<file path="src/rtl/pca_pkg.sv">
// shared types and constants of the padded circular autocorrelation unit
// no dependencies; used by pca_cell, pca_seq, pca_checker and the top level
`timescale 1ns / 1ps

package pca_pkg;

	// fixed field widths
	localparam int SAMPLE_W = 16;
	localparam int PROD_W   = 2 * SAMPLE_W;
	localparam int VALUE_W  = 38;
	localparam int LAG_W    = 6;

	// sequencer phases
	typedef enum logic [2:0] {
		ST_COLLECT,
		ST_MUL,
		ST_ACC,
		ST_LOAD,
		ST_FOLD,
		ST_EMIT
	} seq_state_t;

	// control broadcast from the sequencer to every cell
	typedef struct packed {
		logic shift;  // sample line moves one cell up
		logic mult;   // newest sample multiplies every tap
		logic clear;  // drop tap valid bits at series close
		logic load;   // copy accumulators into the fold lines
		logic fold;   // fold lines move, cells pick up wrap partner
		logic emit;   // accumulators move one cell down
	} cell_ctrl_t;

endpackage

</file>
<file path="src/rtl/pca_seq.sv">
// sequencer: sample count, phase control, fold step and result handshake
// depends on pca_pkg
`timescale 1ns / 1ps

module pca_seq #(
	parameter int MAX_SAMPLES = 64,
	parameter int DW          = 8
) (
	input  logic                         clk,
	input  logic                         arst_n,
	input  logic                         sample_valid,
	input  logic                         last,
	output logic                         sample_ready,
	output logic                         result_valid,
	input  logic                         result_ready,
	output logic [pca_pkg::LAG_W-1:0]    lag_index,
	output logic                         final_lag,
	output pca_pkg::cell_ctrl_t          ctrl,
	output logic [DW-1:0]                n,
	output logic [DW-1:0]                nfft,
	output logic [DW-1:0]                wrap_lo,
	output logic [DW-1:0]                step
);

	localparam int CNT_W = $clog2(MAX_SAMPLES + 1);

	pca_pkg::seq_state_t state_q;
	pca_pkg::seq_state_t state_d;

	logic [CNT_W-1:0] count_q;
	logic [DW-1:0]    n_q;
	logic [DW-1:0]    step_q;
	logic             mult_s1;
	logic             stored;
	logic             take;
	logic             last_step;

	assign stored    = count_q != CNT_W'(MAX_SAMPLES);
	assign take      = sample_valid && sample_ready;
	assign last_step = step_q == (n_q - DW'(1));

	// padded length and the bound above which a lag picks up a wrapped term
	assign wrap_lo = (n_q >> 1) + DW'(1);
	assign nfft    = n_q + wrap_lo;
	assign n       = n_q;
	assign step    = step_q;

	assign final_lag = last_step;
	assign lag_index = pca_pkg::LAG_W'(step_q);

	// state register
	always_ff @(posedge clk or negedge arst_n) begin
		if (!arst_n) begin
			state_q <= pca_pkg::ST_COLLECT;
		end else begin
			state_q <= state_d;
		end
	end

	// next state and controls
	always_comb begin
		state_d      = state_q;
		sample_ready = 1'b0;
		result_valid = 1'b0;
		ctrl         = '0;
		ctrl.mult    = mult_s1;
		case (state_q)
			pca_pkg::ST_COLLECT: begin
				sample_ready = 1'b1;
				ctrl.shift   = sample_valid && stored;
				if (sample_valid && last) begin
					state_d = pca_pkg::ST_MUL;
				end
			end
			pca_pkg::ST_MUL: begin
				state_d = pca_pkg::ST_ACC;
			end
			pca_pkg::ST_ACC: begin
				state_d = pca_pkg::ST_LOAD;
			end
			pca_pkg::ST_LOAD: begin
				ctrl.load  = 1'b1;
				ctrl.clear = 1'b1;
				state_d    = pca_pkg::ST_FOLD;
			end
			pca_pkg::ST_FOLD: begin
				ctrl.fold = 1'b1;
				if (last_step) begin
					state_d = pca_pkg::ST_EMIT;
				end
			end
			pca_pkg::ST_EMIT: begin
				result_valid = 1'b1;
				ctrl.emit    = result_ready;
				if (result_ready && last_step) begin
					state_d = pca_pkg::ST_COLLECT;
				end
			end
			default: begin
				state_d = pca_pkg::ST_COLLECT;
			end
		endcase
	end

	// sample count and series length
	always_ff @(posedge clk or negedge arst_n) begin
		if (!arst_n) begin
			count_q <= '0;
			n_q     <= '0;
			mult_s1 <= 1'b0;
		end else begin
			mult_s1 <= take && stored;
			if (take) begin
				if (last) begin
					count_q <= '0;
					n_q     <= DW'(count_q) + DW'(stored);
				end else if (stored) begin
					count_q <= count_q + CNT_W'(1);
				end
			end
		end
	end

	// fold step, then lag number while results go out
	always_ff @(posedge clk or negedge arst_n) begin
		if (!arst_n) begin
			step_q <= '0;
		end else begin
			case (state_q)
				pca_pkg::ST_LOAD: begin
					step_q <= '0;
				end
				pca_pkg::ST_FOLD: begin
					step_q <= last_step ? '0 : step_q + DW'(1);
				end
				pca_pkg::ST_EMIT: begin
					if (result_ready) begin
						step_q <= step_q + DW'(1);
					end
				end
				default: begin
					step_q <= step_q;
				end
			endcase
		end
	end

endmodule

</file>
<file path="config.mk">
export PLATFORM = sky130hd
export DESIGN_NAME = pca_seq
export DESIGN_NICKNAME = d
export VERILOG_FILES = /design/src/rtl/pca_pkg.sv /design/src/rtl/pca_seq.sv
export SDC_FILE = /design/constraint.sdc
export NUM_CORES = 1
export LEC_CHECK = 0
export BUFFER_PORTS_ARGS = -buffer_cell sky130_fd_sc_hd__buf_4
export CORE_MARGIN = 2
export CORE_UTILIZATION = 52
export CTS_BUF_LIST = sky130_fd_sc_hd__clkbuf_8
export DETAILED_ROUTE_END_ITERATION = 16
export PLACE_DENSITY_LB_ADDON = 0.2
export SYNTH_ARGS = -nofsm -noshare
export SYNTH_HDL_FRONTEND = slang
export SYNTH_SLANG_ARGS = --single-unit
</file>
<file path="constraint.sdc">
create_clock -name clk -period 2.6 [get_ports clk]
set_input_delay 0.13 -clock clk [delete_from_list [all_inputs] [get_ports clk]]
set_output_delay 0.13 -clock clk [all_outputs]
set_load 0.01 [all_outputs]
</file>
Word-level counts from Yosys, hierarchy flattened
Cells that the tools add are included.
- word-level logic and storage cells: 49
- bits of input ports: 5
- output and inout port bits: 47
- flip-flop bits (word level): 27
- multiplexer cells: 15
- equal/unequal tests: 11
- reduce and logical (&&, ||, !) cells: 12
- add/sub/neg operators: 6
- operator list (kind ; count):
    case mux 8 bit (3 select lines) ; 1
    case mux 3 bit (6 select lines) ; 1
    two-way mux 8 bit ; 2
    two-way mux 7 bit ; 2
    two-way mux 3 bit ; 3
    adder 7 x 1 -> 8 bit ; 1
    adder 7 x 1 -> 8 bit (second input constant) ; 1
    adder 8 x 1 -> 8 bit (second input constant) ; 1
    adder 8 bit ; 1
    equality test 8 bit ; 1
    inequality test 2 bit (second input constant) ; 4
    subtractor 8 x 1 -> 8 bit (second input constant) ; 1
    adder 7 x 1 -> 7 bit (second input constant) ; 1
    inequality test 7 bit (second input constant) ; 1
    equality test 3 x 2 -> 1 bit (second input constant) ; 2
    equality test 3 bit (second input constant) ; 2
    AND reduction 2 bit ; 3
    logical AND 1 bit ; 5
    two-way mux 1 bit ; 5
    equality test 3 x 1 -> 1 bit (second input constant) ; 1
    zero test 3 bit ; 1
    AND reduction 3 bit ; 1
    nonzero test 3 bit ; 1
    two-way mux 2 bit ; 1
    nonzero test 2 bit ; 1

Depth between registers and ports, before layout
- depth in word-level cells: 5
- gate-level depth with buffers: 9
- gate-level depth less buffers: 9

Least setup slack after synthesis
OpenSTA, ideal clock, no wires.
- path kind: reg-to-output
- start: register n_q[2], in the netlist n[2]
- end: output nfft[7]
- data required time: 2.470 ns
- arrival: 2.353 ns
- buffers on the path: 1
- stages on the path, launching flop included: 10
- slack: 0.117 ns
- cell sequence: dfrtp_1 > clkbuf_1 > inv_1 > ha_1 > xor2_1 > a211oi_1 > o21ai_0 > a21o_1 > a21oi_1 > xor2_1
- word-level cells in the longest chain between the ends: 2
- ends and longest elaborated chain (item ; RTL line ; RTL):
    start, declared ; pca_seq.sv:31 ; logic [DW-1:0] n_q;
    start signal, assigned ; pca_seq.sv:116 ; n_q <= DW'(count_q) + DW'(stored);
    adder 7 x 1 -> 8 bit ; pca_seq.sv:43 ; assign wrap_lo = (n_q >> 1) + DW'(1);
    net wrap_lo[1] ; pca_seq.sv:21 ; output logic [DW-1:0] wrap_lo,
    adder 8 bit ; pca_seq.sv:44 ; assign nfft = n_q + wrap_lo;
    end, declared ; pca_seq.sv:20 ; output logic [DW-1:0] nfft,
The timed path passes the listed nets, and every way through them passes these cells.

Worst setup path after layout
- start: register n_q[1], in the netlist n[1]
- end: output nfft[5]
- word-level cells in the longest chain between the ends: 2
- ends and longest elaborated chain (item ; RTL line):
    adder 7 x 1 -> 8 bit ; pca_seq.sv:43
    adder 8 bit (*) ; pca_seq.sv:44
Every way passes the cells marked *; elsewhere a longest branch is shown, timed or not.

==> qor.yml <==
cp.arrival_ps: 2430
cts_buffers: 3
utilization_pct: 67.4
worst_pin_slew_ps: 442
status: "finished clean"
drt_iter0_markers: 67
grt_max_degree: 28
num_vias: 1814
overflow: 0
path_clk_slew_ps: 100
power_density_nw_per_um2: 633
worstSetupPathType: "flop to output pin"
final-hold-violation-count: 0
cts_sinks: 27
rsz0062_at_grt: "yes"
grt_usage_pct: 21.7
core_area_sq_um: 3940
rr_worst_depth: 7
worstSkewPairLatency_ps: 280
clockBufferDepth: 2
report.final.slew_viol_count: 0
cts_tree: "built"
endpoint_kind: "output pin"
ys_warn_count: 0
hp-start: "last"
netlist_top_cells_count: "27 x dfrtp_1, 25 x nor2_1, 25 x xnor2_1, 21 x nand2_1, 19 x o21ai_0"
min_period_over_period_pct: 98.5
synth_most_common_cell: "dfrtp_1"
ys_ff_latch: 27
async_flop_share_pct: 100
postSynthAreaPerCell_sq_um: 8.65
drt-total-wl_microns: 4870
min_period_ps: 2560
fillers: 335
synth_top_area_share_pct: 32.2
min_path_cells: 3
drc: 0
io_pins: 52
postSynthCellCount: 243
synth_area_leaders: "dfrtp_1 32%, xnor2_1 10%, ha_1 8.9%"
ir_drop_uv: 352
slew_headroom_pct: 70.5
dpl_cell_area_sq_um: 2490
drive_above_1_share_pct: 29.9
hpwl_microns: 3440
grt_pass1_vias: 1633
port_buffers: 51
fmax_mhz: 391
syn_nets: 263
drv_cap: 0
die_width_microns: 67.6
start_kind: "flop"
fp-row-count: 23
start_util_pct: 53.3
cp_max_fo: 5
area_growth_pct: 26.6
dr.pass1.iters: 4
hold-path-endpoint: "count_q[1]$_DFFE_PN0P_"
drt-wirelength-per-cell_microns: 14.1
die_height_microns: 67.6
required_ps: 2470
setup_viol: 0
diodes: 0
finClkSkew_ps: 10.0
place_inst: 333
final_cell_area_sq_um: 2660
cp-startpoint: "n[1]$_DFFE_PN0P_"
antenna_found_initial: 0
nets: 315
timing.rr.end: "state_q[0]$_DFFE_PN0P_"
whs_ps: 246
grt_first_pass_wirelength_microns: 7620
final_cells: 344
h-tree-depth: 1
vias_per_cell: 5.27
cts_root_buf: "clkbuf_8"
tns_ps: 0
yosysTopAreaCell: "dfrtp_1"
ant_nets: 0
ys_seq_area_share_pct: 32.2
place.gp.congestion: 0.867
timing.rr.start: "n[1]$_DFFE_PN0P_"
synth_edf_count: 0
die_area_sq_um: 4560
synth.distinct_cells: 43
p_leak_nw: 1.26
reg2reg_setup_slack_ps: 350
synthesis.area_sq_um: 2100
synth_flop_cell: "dfrtp_1"
hp-class: "input port to flop"
placed cells by master (no fill, tap or decap), types with 2 or more instances in the layout:
| cell type | synthesis | routed |
|---|---|---|
| and2_1 | 3 | 3 |
| o211ai_1 | 2 | 2 |
| o21ai_1 | 0 | 2 |
| nor3_1 | 6 | 6 |
| nand2b_1 | 4 | 4 |
| xor2_2 | 0 | 2 |
| nor2b_1 | 4 | 4 |
| dfrtp_2 | 0 | 5 |
| a21o_1 | 2 | 2 |
| or3_1 | 3 | 3 |
| ha_1 | 15 | 13 |
| xnor2_2 | 0 | 2 |
| o21bai_1 | 2 | 2 |
| xor2_1 | 14 | 12 |
| dfrtp_1 | 27 | 22 |
| a21oi_2 | 0 | 2 |
| and3_1 | 4 | 4 |
| nand3b_1 | 2 | 2 |
| o21ai_0 | 19 | 17 |
| a21oi_1 | 5 | 3 |
| inv_1 | 14 | 15 |
| xnor2_1 | 25 | 23 |
| nand2_1 | 21 | 21 |
| clkbuf_8 | 0 | 3 |
| nor2_1 | 25 | 24 |
| buf_4 | 8 | 63 |
| o21a_1 | 2 | 2 |
| nand3_1 | 8 | 7 |
where the power goes:
part	leakage, nW	internal, mW	total [mW]	switching (mW)
logic	0.907	0.436	0.820	0.384
registers	0.322	0.491	0.626	0.135
clock network	0.0269	0.106	0.239	0.133
total	1.26	1.03	1.68	0.651
stage by stage:
stage	worst slack, ps	total power, mW
2_1_floorplan	117	1.15
3_3_place_gp	234	1.41
3_5_place_dp	93.8	1.42
4_1_cts	17.3	1.68
5_1_grt	-66.9	1.83
6_report	39.6	1.68
registers in the layout, summed over array words and instances (netlist names):
name and flops:
n 8, step 8, state_q 3, count_q 7, mult_s1 1
worst max-delay path by stage:
stage | endpoint | slack, ps | depth (start not counted)
2_1_floorplan | nfft[7] | 120 | 9
3_3_place_gp | nfft[7] | 230 | 9
3_5_place_dp | nfft[7] | 90 | 9
4_1_cts | nfft[7] | 20 | 9
5_1_grt | nfft[5] | -70 | 10
6_report | nfft[5] | 40 | 10
timing repair:
item	4_1_cts	5_1_grt
setup buffers	4	2
gates resized for setup	5	13
hold buffers	1	0
endpoints found under the setup margin	3	2
pin swaps	0	1
endpoints found under the hold margin	27	0
kinds of logic after synthesis:
family / share of synthesized area (%)
xor gates and xnor gates: 16.3
muxes: 1.01
AOI/OAI and AO/OA: 12.8
adders and majority gates: 8.93
buffers and inverters: 7.44
DFF: 32.2
and+or+nand+nor: 21.4
critical path, cell delays in order, from the launching register on:
cell and delay (ps):
dfrtp_2 430, inv_1 120, ha_1 370, xor2_2 240, a211oi_2 120, buf_4 150, buf_4 120, nor2_1 120
o21ai_0 110, a22oi_1 210, buf_4 160
routing by layer:
layer	wire, microns	vias up	GRT usage [%]
li1	-	913	-
met1	2250	828	29.7
met2	2240	56	34.8
met3	211	17	2.33
met4	163	0	9.18
met5	0	-	0
cell type report:
| type | instances | area, sq um | area share, % |
|---|---|---|---|
| timing repair buffer | 64 | 483 | 18.2 |
| clock inverter | 1 | 3.75 | 0.141 |
| inverter | 14 | 52.6 | 1.98 |
| multi-input combinational | 185 | 1330 | 50.2 |
| tap | 50 | 62.6 | 2.35 |
| sequential | 27 | 682 | 25.6 |
| clock buffer | 3 | 41.3 | 1.55 |
(Power assumes the default switching activity.)
