### config.mk
export PLATFORM = sky130hd
export DESIGN_NAME = pca_cell
export DESIGN_NICKNAME = d
export VERILOG_FILES = /design/src/rtl/pca_pkg.sv /design/src/rtl/pca_cell.sv
export SDC_FILE = /design/constraint.sdc
export NUM_CORES = 1
export LEC_CHECK = 0
export BUFFER_PORTS_ARGS = -buffer_cell sky130_fd_sc_hd__buf_2
export CORE_MARGIN = 5
export CORE_UTILIZATION = 55
export CTS_CLUSTER_SIZE = 24
export DETAILED_ROUTE_END_ITERATION = 7
export PLACE_DENSITY = 0.79
export SETUP_SLACK_MARGIN = 0.05
export SYNTH_ARGS = -nofsm -noshare
export SYNTH_HDL_FRONTEND = slang
export SYNTH_SLANG_ARGS = --single-unit
### constraint.sdc
create_clock -name clk -period 7.45 [get_ports clk]
set_input_delay 1.1175 -clock clk [delete_from_list [all_inputs] [get_ports clk]]
set_output_delay 1.1175 -clock clk [all_outputs]
set_load 0.01 [all_outputs]
### src/rtl/pca_pkg.sv
// shared types and constants of the padded circular autocorrelation unit
// no dependencies; used by pca_cell, pca_seq, pca_checker and the top level
`timescale 1ns / 1ps

package pca_pkg;

	// fixed field widths
	localparam int SAMPLE_W = 16;
	localparam int PROD_W   = 2 * SAMPLE_W;
	localparam int VALUE_W  = 38;
	localparam int LAG_W    = 6;

	// sequencer phases
	typedef enum logic [2:0] {
		ST_COLLECT,
		ST_MUL,
		ST_ACC,
		ST_LOAD,
		ST_FOLD,
		ST_EMIT
	} seq_state_t;

	// control broadcast from the sequencer to every cell
	typedef struct packed {
		logic shift;  // sample line moves one cell up
		logic mult;   // newest sample multiplies every tap
		logic clear;  // drop tap valid bits at series close
		logic load;   // copy accumulators into the fold lines
		logic fold;   // fold lines move, cells pick up wrap partner
		logic emit;   // accumulators move one cell down
	} cell_ctrl_t;

endpackage

### src/rtl/pca_cell.sv
// one lag cell: sample tap, product stage, lag accumulator and fold registers
// depends on pca_pkg
`timescale 1ns / 1ps

module pca_cell #(
	parameter int IDX = 0,
	parameter int DW  = 8
) (
	input  logic                                 clk,
	input  logic                                 arst_n,
	input  pca_pkg::cell_ctrl_t                  ctrl,
	input  logic [DW-1:0]                        n,
	input  logic [DW-1:0]                        nfft,
	input  logic [DW-1:0]                        wrap_lo,
	input  logic [DW-1:0]                        step,
	input  logic signed [pca_pkg::SAMPLE_W-1:0]  cur,
	input  logic signed [pca_pkg::SAMPLE_W-1:0]  tap_in,
	input  logic                                 tap_vld_in,
	input  logic signed [pca_pkg::VALUE_W-1:0]   acc_in,
	input  logic signed [pca_pkg::VALUE_W-1:0]   up_in,
	input  logic signed [pca_pkg::VALUE_W-1:0]   dn_in,
	output logic signed [pca_pkg::SAMPLE_W-1:0]  tap,
	output logic                                 tap_vld,
	output logic signed [pca_pkg::VALUE_W-1:0]   acc,
	output logic signed [pca_pkg::VALUE_W-1:0]   up,
	output logic signed [pca_pkg::VALUE_W-1:0]   dn
);

	localparam logic [DW-1:0] IDX_D = DW'(IDX);
	localparam logic [DW-1:0] TWO_I = DW'(2 * IDX);

	logic signed [pca_pkg::SAMPLE_W-1:0] tap_q;
	logic                                vld_q;
	logic signed [pca_pkg::PROD_W-1:0]   prod_s2;
	logic                                en_s2;
	logic signed [pca_pkg::VALUE_W-1:0]  acc_q;
	logic signed [pca_pkg::VALUE_W-1:0]  up_q;
	logic signed [pca_pkg::VALUE_W-1:0]  dn_q;
	logic signed [pca_pkg::VALUE_W-1:0]  partner;
	logic                                wrap;
	logic                                hit;

	// sample line, one tap per lag
	always_ff @(posedge clk) begin
		if (ctrl.shift) begin
			tap_q <= tap_in;
		end
	end

	always_ff @(posedge clk or negedge arst_n) begin
		if (!arst_n) begin
			vld_q <= 1'b0;
		end else if (ctrl.clear) begin
			vld_q <= 1'b0;
		end else if (ctrl.shift) begin
			vld_q <= tap_vld_in;
		end
	end

	// newest sample times this lag's tap
	always_ff @(posedge clk) begin
		prod_s2 <= cur * tap_q;
	end

	always_ff @(posedge clk or negedge arst_n) begin
		if (!arst_n) begin
			en_s2 <= 1'b0;
		end else begin
			en_s2 <= ctrl.mult & vld_q;
		end
	end

	// wrap partner sits at lag nfft-IDX, reached through the up or down line
	always_comb begin
		wrap = (IDX_D > wrap_lo) && (IDX_D < n);
		if (TWO_I >= nfft) begin
			partner = up_q;
			hit     = (TWO_I - nfft) == step;
		end else begin
			partner = dn_q;
			hit     = (nfft - TWO_I) == step;
		end
	end

	// lag accumulator: sums products, adds wrap partner, then shifts out
	always_ff @(posedge clk or negedge arst_n) begin
		if (!arst_n) begin
			acc_q <= '0;
		end else if (ctrl.emit) begin
			acc_q <= acc_in;
		end else if (ctrl.fold && wrap && hit) begin
			acc_q <= acc_q + partner;
		end else if (en_s2) begin
			acc_q <= acc_q + pca_pkg::VALUE_W'(prod_s2);
		end
	end

	// fold lines, copies of the linear sums moving in opposite directions
	always_ff @(posedge clk) begin
		if (ctrl.load) begin
			up_q <= acc_q;
			dn_q <= acc_q;
		end else if (ctrl.fold) begin
			up_q <= up_in;
			dn_q <= dn_in;
		end
	end

	assign tap     = tap_q;
	assign tap_vld = vld_q;
	assign acc     = acc_q;
	assign up      = up_q;
	assign dn      = dn_q;

endmodule

======== After elaboration in Yosys (flattened, before gate mapping) ========
Cells that the tools add are included.
word-level totals
  bits in registers ....................... 164
  bits in latches ......................... 0
  memory bits (writable) .................. 0
  memory bits (read-only) ................. 0
  output and inout port bits .............. 131
  memories kept ........................... 0
operators by class
  add/sub/neg operators ................... 3
  multiply operators ...................... 1
  divide/modulo/power cells ............... 0
  order comparisons ....................... 3
  eq/ne operators ......................... 2
  shift-type cells ........................ 0
  mux-type cells .......................... 11
  bitwise operators ....................... 1
  reductions and logical operators ........ 6
operators by type and width
  operator               count
  $mux W38               8
  $add A38 B32 Y38       1
  $add A38 B38 Y38       1
  $mul A16 B16 Y32       1
  $eq A8 B8 Y1           2
  $ge A1 B8 Y1 const A   1
  $gt A1 B8 Y1 const A   1
  $lt A1 B8 Y1 const A   1
  $sub A1 B8 Y8 const A  1
  $reduce_bool A2 Y1     2
  $logic_and A1 B1 Y1    3
  $mux W1                3
  $reduce_bool A3 Y1     1
  $and A1 B1 Y1          1

======== Depth between registers and ports, before layout ========
Gate-level depths: netlist of the first run.
  word-level depth ........................ 6
  mapped depth ............................ 24

======== Worst setup path before layout of the first run ========
Ideal clock, no wire load.
  kind .................................... input to register
  start point ............................. in cur[7] (netlist bit)
  end point ............................... reg prod_s2[27] (netlist bit)
  arrival ................................. 6,470 ps
  slack ................................... 908 ps
  stages on the path ...................... 22
  path buffers ............................ 1
  cell sequence ........................... clkbuf_1 > nand2_1 > fa_1 > inv_1 > fa_1 > inv_1 > fa_1 > inv_1 > fa_1 > fa_1 > inv_1 > fa_1 > inv_1 > ha_1 > a211oi_1 > o21ai_0 > o211ai_1 > o21ai_0 > a2111oi_0 > o21bai_1 > a21oi_1 > xnor2_1
between the ends
  cells in the longest elaborated chain, start to end .. 1
ends and longest elaborated chain
  item                  line            text
  from (decl)           pca_cell.sv:16  input logic signed [pca_pkg::SAMPLE_W-1:0] cur,
  $mul A16 B16 Y32      pca_cell.sv:62  prod_s2 <= cur * tap_q;
  to (signal assigned)  pca_cell.sv:62
  to (decl)             pca_cell.sv:34  logic signed [pca_pkg::PROD_W-1:0] prod_s2;
No other way between the ends.
A chain may end at the register's enable or synchronous reset.

======== Worst setup path after layout of the first run ========
  start point ............................. in cur[7] (netlist bit)
  end point ............................... reg prod_s2[30] (netlist bit)
Same word-level chain as after synthesis.

==> results of run 1 <==
state kept, by name (all words and copies together) (netlist names):
register,count
acc,38
dn,38
en_s2,1
prod_s2,32
tap,16
tap_vld,1
up,38
worst paths after layout:
kind | from | end | cells past startpoint
setup / recovery | cur[7] | prod_s2[30] | 22
hold / removal | acc[37] | acc[37] | 2
setup reg to reg | tap[2] | prod_s2[30] | 19
hold reg to reg | acc[37] | acc[37] | 2
max in group asynchronous | arst_n | acc[10] | 1
min in group asynchronous | arst_n | acc[37] | 1
worst max-delay path, delay by kind of cell:
kind	cells	cell delay [ns]
compound gates	7	1.65
xor+xnor	1	0.16
fa+ha+maj	7	3.24
buf+inv	6	0.55
simple gates	1	0.18
routing by layer:
| layer | track usage [%] | vias to the layer above | part of all wire (%) |
|---|---|---|---|
| met5 | 0 | - | 0.027 |
| met4 | 9.53 | 2 | 2.7 |
| met3 | 5.50 | 94 | 9.4 |
| met2 | 43.8 | 660 | 48 |
| met1 | 34.5 | 6929 | 40 |
| li1 | - | 6548 | - |
cells by family after synthesis:
logic type / count (synthesis) / synth area share, %
buf+inv: 458 / 9.59
flops: 164 / 24.3
xor+xnor: 57 / 2.76
compound gates: 323 / 11.4
simple gates: 507 / 13.6
mux: 16 / 0.885
fa+ha+maj: 382 / 37.3
metrics by stage:
step / hold WS [ns] / util (%) / instance area (µm²)
after global routing: 0.648 / 62.8 / 20400
final: 0.620 / 62.8 / 20400
after detailed placement: 0.589 / 61.0 / 19900
after global placement: 0.598 / 61.0 / 19900
after CTS: 0.622 / 62.8 / 20400
after floorplan: 0.543 / - / 18100
cell usage in the layout (no fill, tap or decap), drive strengths merged, types with 6 or more instances in the layout:
master	netlist	routed
a2111oi	7	7
a211oi	13	13
a21o	33	33
a21oi	67	67
a2bb2oi	6	6
a31oi	9	9
and2	119	119
and3	26	26
buf	8	292
clkbuf	59	18
dfrtp	40	40
dfxtp	32	32
diode	0	7
edfxtp	92	92
fa	263	263
ha	119	119
inv	391	399
mux2i	16	16
nand2	226	226
nand2b	13	13
nand3	26	26
nand4	6	6
nor2	49	49
nor2b	10	10
nor3	15	15
o211ai	10	10
o21a	7	7
o21ai	139	139
o21bai	9	9
xnor2	39	39
xor2	18	18
layout make-up:
class                      instances  area share (%)
antenna                            7          0.0857
clock buffer                      18            2.10
clock inverter                    14           0.704
inverter                         391            7.18
multi-input combinational       1285            58.5
sequential                       164            21.5
tap                              442            2.70
timing repair buffer             292            7.23
==> results.tsv, run 1 <==
stage	metric	value	unit
run_status	outcome	finished clean	
logic_synthesis	most common cell in the netlist	inv_1	
sta	Slew headroom	32.4	%
clock_network	clk_lat worst skew	0.44	ns
placed_design	pre-CTS setup slack	0.448	ns
sta	Tmin final	6.57	ns
setup_path	CP startpoint kind	input port	
drt	routed len/inst	18.3	µm
placed_design	DPL Wire Length	38900	µm
drt	DRC errors left	0	
logic_synthesis	Synth Cell Area	18100	µm²
logic_synthesis	EDFF count, synth	92	
placed_design	DP Cell Count	2574	
global_route	initial antenna violation count	7	
clock_network	root buffer cell	clkbuf_16	
global_route	GRT overflow	0	
global_route	pin count of the biggest net entering global routing	116	
die	Initial Utilization	55.6	%
sta	Setup WS post-layout	0.881	ns
logic_synthesis	Syn Nets	2476	
logic_synthesis	Syn Inst Count	1907	
die	core area	32500	µm²
logic_synthesis	Synth area leaders	fa_1 29%, edfxtp_1 15%, ha_1 8.2%	
logic_synthesis	yosys warns	0	
setup_path	most used cell, CP	fa_1	
sta	setup_tns	0	ns
setup_path	critical path fanouts, max	10	
die	die area	36600	µm²
logic_synthesis	main flop type after synthesis	edfxtp_1	
finish	final cell count without fillers	2613	
setup_path	crit path capture type	flip-flop	
finish	fin nets	2720	
finish	multi-input logic area	12000	µm²
setup_path	crit path DAT	6.90	ns
finish	area delta synth->final	13.0	%
clock_network	CTS Buf Count	17	
setup_path	R2R Setup Slk	1.06	ns
sta	# setup viols final	0	
placed_design	IO buf count	285	
setup_path	Req. time, crit path	7.78	ns
drt	drt via density	5.45	
sta	Final Cycle Share	88.2	%
sta	f_max	152	MHz
drt	via count	14200	
die	Die W	191	µm
logic_synthesis	post-synthesis cell type count	70	
logic_synthesis	Mean Syn Cell Area	9.49	µm²
finish	share of cells above drive strength 1	16.1	%
job	# Max-Cap Violations	0	
clock_network	CTS Buffer Depth	2	
clock_network	CTS H-tree lvls	4	
global_route	gr usage total	26.4	%
drt	Routed Antenna Nets	0	
clock_network	CTS tree	built	
finish	Register Area	4400	µm²
setup_path	crit path cell chain	buf_2 -> buf_4 -> and2_1 -> fa_1 -> inv_1 -> fa_1 -> fa_1 -> fa_1 -> inv_1 -> fa_1 -> inv_1 -> fa_1 -> inv_1 -> ha_1 -> a311o_1 -> a21oi_1 -> a211oi_2 -> o221ai_1 -> o211ai_1 -> a211oi_1 -> o21ai_1 -> xor2_1	
drt	Detailed Route WL	47800	µm
logic_synthesis	register area share after synthesis	24.3	%
sta	slew of the pin with the lowest slew margin	1.01	ns
drt	drt first pass iters	5	
logic_synthesis	top cell type's share of synthesized area	29.1	%
logic_synthesis	flop and latch count out of synthesis	164	
sta	unrepaired setup endpoints after global routing	no	
sta	Clock Skew	0.00949	ns
clock_network	Setup Fix Bufs, Post-CTS	0	
hold_path	Tightest Hold Check Type	flip-flop to flip-flop	
finish	fillcell total	2717	
clock_network	Reg clk slew, reported paths	0.07	ns
drt	Iter 0 DRT Violations	936	
clock_network	Resize count post-CTS	0	
sta	Final Hold Viols	0	
die	Die Y	191	µm
clock_network	CTS sink count	164	
logic_synthesis	Synth area leader	fa_1	
setup_path	kind of critical path	input port to flip-flop	
setup_path	Critical Path Max Stage Delay	0.54	ns
global_route	first-pass GRT wire length	76500	µm
setup_path	CP max stage cell	fa_1	
sta	max-slew violation count	0	
logic_synthesis	synth cell count leaders	391 x inv_1, 263 x fa_1, 226 x nand2_1	
global_route	vias in the first global route	14800	
die	row cnt	66	
placed_design	RePlAce Congestion	0.899	
clock_network	# hold bufs at CTS	0	
die	IO Pins	318	
logic_synthesis	Post-synth ARST share	24.4	%
Power of run 1 is not shown: default switching activity piles up to over one toggle a cycle in this logic, so the estimate is an artifact.
==> run 2, diff against run 1 <==
--- a/config.mk
+++ b/config.mk
@@ -6,10 +6,12 @@
 export NUM_CORES = 1
 export LEC_CHECK = 0
 export BUFFER_PORTS_ARGS = -buffer_cell sky130_fd_sc_hd__buf_2
+export CORE_ASPECT_RATIO = 0.7
 export CORE_MARGIN = 5
 export CORE_UTILIZATION = 55
 export CTS_CLUSTER_SIZE = 24
 export DETAILED_ROUTE_END_ITERATION = 7
+export GPL_TIMING_DRIVEN = 0
 export PLACE_DENSITY = 0.79
 export SETUP_SLACK_MARGIN = 0.05
 export SYNTH_ARGS = -nofsm -noshare
==> results.tsv, run 2 (synthesized netlist as in run 1, its figures left out) <==
stage	metric	value	unit
run_status	outcome	finished clean	
clock_network	Setup Fix Bufs, Post-CTS	0	
global_route	gr usage total	30.0	%
sta	Final Cycle Share	97.0	%
finish	area delta synth->final	14.3	%
drt	Detailed Route WL	54800	µm
sta	unrepaired setup endpoints after global routing	yes	
die	core area	32400	µm²
setup_path	CP Launch Point	cur[5]	
placed_design	RePlAce Congestion	0.990	
die	Die Y	162	µm
sta	f_max	138	MHz
job	# Max-Cap Violations	0	
sta	slew of the pin with the lowest slew margin	0.992	ns
setup_path	worst flop-to-flop path startpoint	tap[8]	
placed_design	IO buf count	283	
finish	final cell count without fillers	2647	
die	Initial Utilization	55.8	%
drt	DRC errors left	0	
finish	fin nets	2775	
clock_network	CTS H-tree lvls	4	
finish	fillcell total	2640	
global_route	vias in the first global route	15200	
setup_path	kind of critical path	input port to flip-flop	
clock_network	# hold bufs at CTS	0	
setup_path	crit path cell chain	buf_2 -> clkbuf_2 -> nand2_1 -> fa_1 -> inv_1 -> fa_1 -> inv_1 -> fa_1 -> inv_1 -> fa_1 -> fa_1 -> inv_1 -> fa_1 -> inv_1 -> ha_1 -> a21o_1 -> a21oi_1 -> nand2_1 -> o221ai_1 -> o211ai_1 -> a211oi_2 -> o21ai_1 -> xor2_1	
die	die area	36700	µm²
global_route	pin count of the biggest net entering global routing	65	
clock_network	Reg clk slew, reported paths	0.08	ns
finish	most frequent cells in the layout	391 x inv_1, 284 x buf_2, 263 x fa_1	
global_route	first-pass GRT wire length	85100	µm
setup_path	critical path fanouts, max	10	
clock_network	CTS tree	built	
placed_design	Placed Area	20100	µm²
sta	Final Hold Viols	0	
setup_path	crit path capture type	flip-flop	
setup_path	CP startpoint kind	input port	
drt	drt via density	5.65	
setup_path	Req. time, crit path	7.78	ns
finish	Final Util	63.8	%
global_route	GRT overflow	0	
setup_path	crit path DAT	7.55	ns
drt	via count	14900	
clock_network	CTS Buf Count	17	
finish	multi-input logic area	12000	µm²
clock_network	CTS Buffer Depth	2	
placed_design	DPL Wire Length	45400	µm
clock_network	clk_lat worst skew	0.45	ns
finish	Register Area	4400	µm²
sta	Clock Skew	0.00848	ns
clock_network	root buffer cell	clkbuf_16	
finish	share of cells above drive strength 1	16.3	%
drt	Routed Antenna Nets	0	
die	IO Pins	318	
sta	Tmin final	7.22	ns
hold_path	Tightest Hold Check Type	flip-flop to flip-flop	
drt	routed len/inst	20.7	µm
sta	# setup viols final	0	
sta	Slew headroom	33.9	%
sta	max-slew violation count	0	
setup_path	Critical Path Max Stage Delay	0.54	ns
drt	Iter 0 DRT Violations	1587	
die	Die W	227	µm
clock_network	CTS sink count	164	
finish	commonest non-fill, non-tap cell in the layout	inv_1	
hold_path	worst hold path startpoint	tap_vld	
setup_path	CP max stage cell	fa_1	
placed_design	DP Cell Count	2618	
drt	drt first pass iters	6	
setup_path	CP bufs+invs	7	
setup_path	CP top delay family	adder cells	
finish	Post-Layout Inst Area	20700	µm²
setup_path	most used cell, CP	fa_1	
global_route	initial antenna violation count	2	
die	row cnt	55	
==> run 2: cell types whose count changed in the layout (fill, tap and decap cells not counted), moves of 2 or more <==
cell	change
clkbuf_2	+14
buf_1	+4
clkinvlp_4	+3
diode_2	-6
buf_4	-5
inv_6	-2
clkbuf_1	+40
==> run 2: per-layer routing <==
metal  vias to the layer above  routed length [µm]  GRT usage [%]
li1                       6659                   -              -
met1                      7417               23300           43.8
met2                       771               24200           44.7
met3                        96                6250           9.14
met4                         0                1090           6.61
met5                         -                   0              0
==> run 2: worst reg2reg max path: cells and delay by family (launching register included) <==
family          cells  cell delay [ns]
buf+inv             6             0.71
fa+ha+maj           7             3.44
simple gates        2             0.23
compound gates      6             1.61
flops               1             0.71
xor+xnor            1             0.30
==> run 2: layout make-up <==
type,instances,area share (%)
Clock buffer,17,2.06
Clock inverter,15,0.793
Buffer,63,1.31
Tap cell,427,2.58
Inverter,391,7.10
Multi-Input combinational cell,1285,57.9
Antenna cell,1,0.0121
Sequential cell,164,21.3
Timing Repair Buffer,284,6.98
==> run 2: path summary, 6_finish.rpt <==
kind | end | slack, ns | depth (start not counted)
worst max register to register | prod_s2[30] | 0.33 | 22
worst max-delay path | prod_s2[30] | 0.23 | 23
min in group asynchronous | acc[29] | 0.82 | 1
worst min-delay path | en_s2 | 0.52 | 1
max in group asynchronous | en_s2 | 5.99 | 1
worst min register to register | en_s2 | 0.52 | 1
==> run 2: repair_timing <==
action                                  in CTS  in global routing
gates resized for setup                      0                 31
cloned                                       0                  0
endpoints found under the setup margin       2                  6
==> run 2: through the flow <==
step	setup slack, ns	hold slack [ns]	TNS (ns)
finish	0.227	0.517	0
global route	0.0323	0.539	0
CTS	0.0771	0.527	0
detailed placement	-0.436	0.508	-1.61
global placement	-0.355	0.500	-0.963
floorplan	0.908	0.543	0
Power of run 2 is left out for the same reason.
==> run 3, diff against run 2 <==
--- a/config.mk
+++ b/config.mk
@@ -6,7 +6,6 @@
 export NUM_CORES = 1
 export LEC_CHECK = 0
 export BUFFER_PORTS_ARGS = -buffer_cell sky130_fd_sc_hd__buf_2
-export CORE_ASPECT_RATIO = 0.7
 export CORE_MARGIN = 5
 export CORE_UTILIZATION = 55
 export CTS_CLUSTER_SIZE = 24
==> results.tsv, run 3 (synthesized netlist as in run 1, its figures left out) <==
stage	metric	value	unit
run_status	outcome	finished clean	
sta	Tmin final	7.09	ns
placed_design	DPL Wire Length	43400	µm
clock_network	Reg clk slew, reported paths	0.07	ns
placed_design	RePlAce Congestion	0.962	
drt	drt first pass iters	6	
clock_network	root buffer cell	clkbuf_16	
global_route	first-pass GRT wire length	83600	µm
clock_network	CTS tree	built	
hold_path	Tightest Hold Check Type	flip-flop to flip-flop	
hold_path	hold depth	2	
sta	# setup viols final	0	
drt	Iter 0 DRT Violations	1229	
clock_network	clk_lat worst skew	0.46	ns
sta	Final Hold Viols	0	
drt	drt via density	5.49	
global_route	vias in the first global route	15500	
sta	Slew headroom	32.2	%
setup_path	FF-to-FF End	prod_s2[27]	
clock_network	CTS H-tree lvls	4	
setup_path	R2R Setup Slk	0.59	ns
setup_path	crit path capture type	flip-flop	
global_route	pin count of the biggest net entering global routing	48	
setup_path	CP Launch Point	cur[5]	
setup_path	Req. time, crit path	7.82	ns
global_route	gr usage total	29.3	%
sta	f_max	141	MHz
sta	Clock Skew	0.0289	ns
die	Initial Utilization	55.6	%
placed_design	IO buf count	283	
clock_network	Resize count post-CTS	0	
finish	most frequent cells in the layout	391 x inv_1, 284 x buf_2, 263 x fa_1	
drt	Routed Antenna Nets	0	
clock_network	# hold bufs at CTS	0	
die	row cnt	66	
setup_path	kind of critical path	input port to flip-flop	
finish	share of cells above drive strength 1	15.5	%
clock_network	CTS sink count	164	
setup_path	Critical path destination	prod_s2[27]	
finish	commonest non-fill, non-tap cell in the layout	inv_1	
drt	routed len/inst	19.6	µm
setup_path	worst flop-to-flop path startpoint	tap[8]	
die	IO Pins	318	
setup_path	CP startpoint kind	input port	
drt	Detailed Route WL	52400	µm
die	die area	36600	µm²
finish	area delta synth->final	14.2	%
drt	via count	14700	
setup_path	Reg2Reg Depth	22	
setup_path	critical path fanouts, max	10	
die	Die Y	191	µm
sta	max-slew violation count	0	
drt	DRC errors left	0	
clock_network	CTS Buffer Depth	2	
sta	unrepaired setup endpoints after global routing	no	
global_route	GRT overflow	0	
die	core area	32500	µm²
setup_path	crit path DAT	7.46	ns
global_route	initial antenna violation count	8	
clock_network	Setup Fix Bufs, Post-CTS	0	
sta	Final Cycle Share	95.1	%
finish	fin nets	2778	
clock_network	CTS Buf Count	17	
sta	setup_tns	0	ns
job	# Max-Cap Violations	0	
die	Die W	191	µm
hold_path	worst hold path startpoint	acc[37]	
sta	slew of the pin with the lowest slew margin	1.02	ns
-- run 3: worst min-delay path by stage --
| stage | to | slack, ns |
|---|---|---|
| 2_1_floorplan | en_s2 | 0.54 |
| 3_3_place_gp | acc[37] | 0.59 |
| 3_5_place_dp | acc[37] | 0.61 |
| 4_1_cts | acc[37] | 0.62 |
| 5_1_grt | en_s2 | 0.65 |
| 6_report | acc[37] | 0.62 |
-- run 3: critical path: stages --
cell and delay [ns]:
buf_2 0.16, clkbuf_1 0.58, nand2_1 0.16, fa_1 0.52
inv_1 0.05, fa_1 0.49, inv_1 0.06, fa_1 0.57
inv_1 0.06, fa_1 0.45, fa_1 0.49, inv_1 0.05
fa_1 0.47, inv_1 0.04, ha_1 0.35, a211oi_1 0.35
o21ai_0 0.15, o211ai_1 0.17, o21ai_0 0.18, a2111oi_1 0.51
o21bai_1 0.15, a21oi_1 0.19, xnor2_1 0.14
-- run 3: final cells by class --
class / instances / area (µm²)
plain buffers: 66 / 264
multi-input cells: 1285 / 12000
clock buffers: 18 / 429
flip-flops and latches: 164 / 4400
clock inverters: 13 / 125
fillers: 2699 / 11900
inverters: 391 / 1470
well taps: 442 / 553
repair buffers: 284 / 1440
diodes: 10 / 25.0
-- run 3: per-stage QoR --
step / util, % / cell area (µm²) / worst slack (ns) / cells / hold WS (ns)
2_1_floorplan: - / 18100 / 0.908 / 1907 / 0.543
3_3_place_gp: 61.7 / 20100 / -0.0603 / 2632 / 0.593
3_5_place_dp: 61.7 / 20100 / -0.178 / 2633 / 0.614
4_1_cts: 63.4 / 20600 / 0.286 / 2664 / 0.623
5_1_grt: 63.5 / 20700 / 0.105 / 2671 / 0.646
6_report: 63.5 / 20700 / 0.362 / 2673 / 0.624
-- run 3: metal layers --
layer	part of all wire, %	track usage, %	wire (µm)
met5	0	0	0
met4	4.0	13.0	2090
met3	10	7.20	5290
met2	47	48.1	24900
met1	38	37.0	20200
Power of run 3 is left out for the same reason.
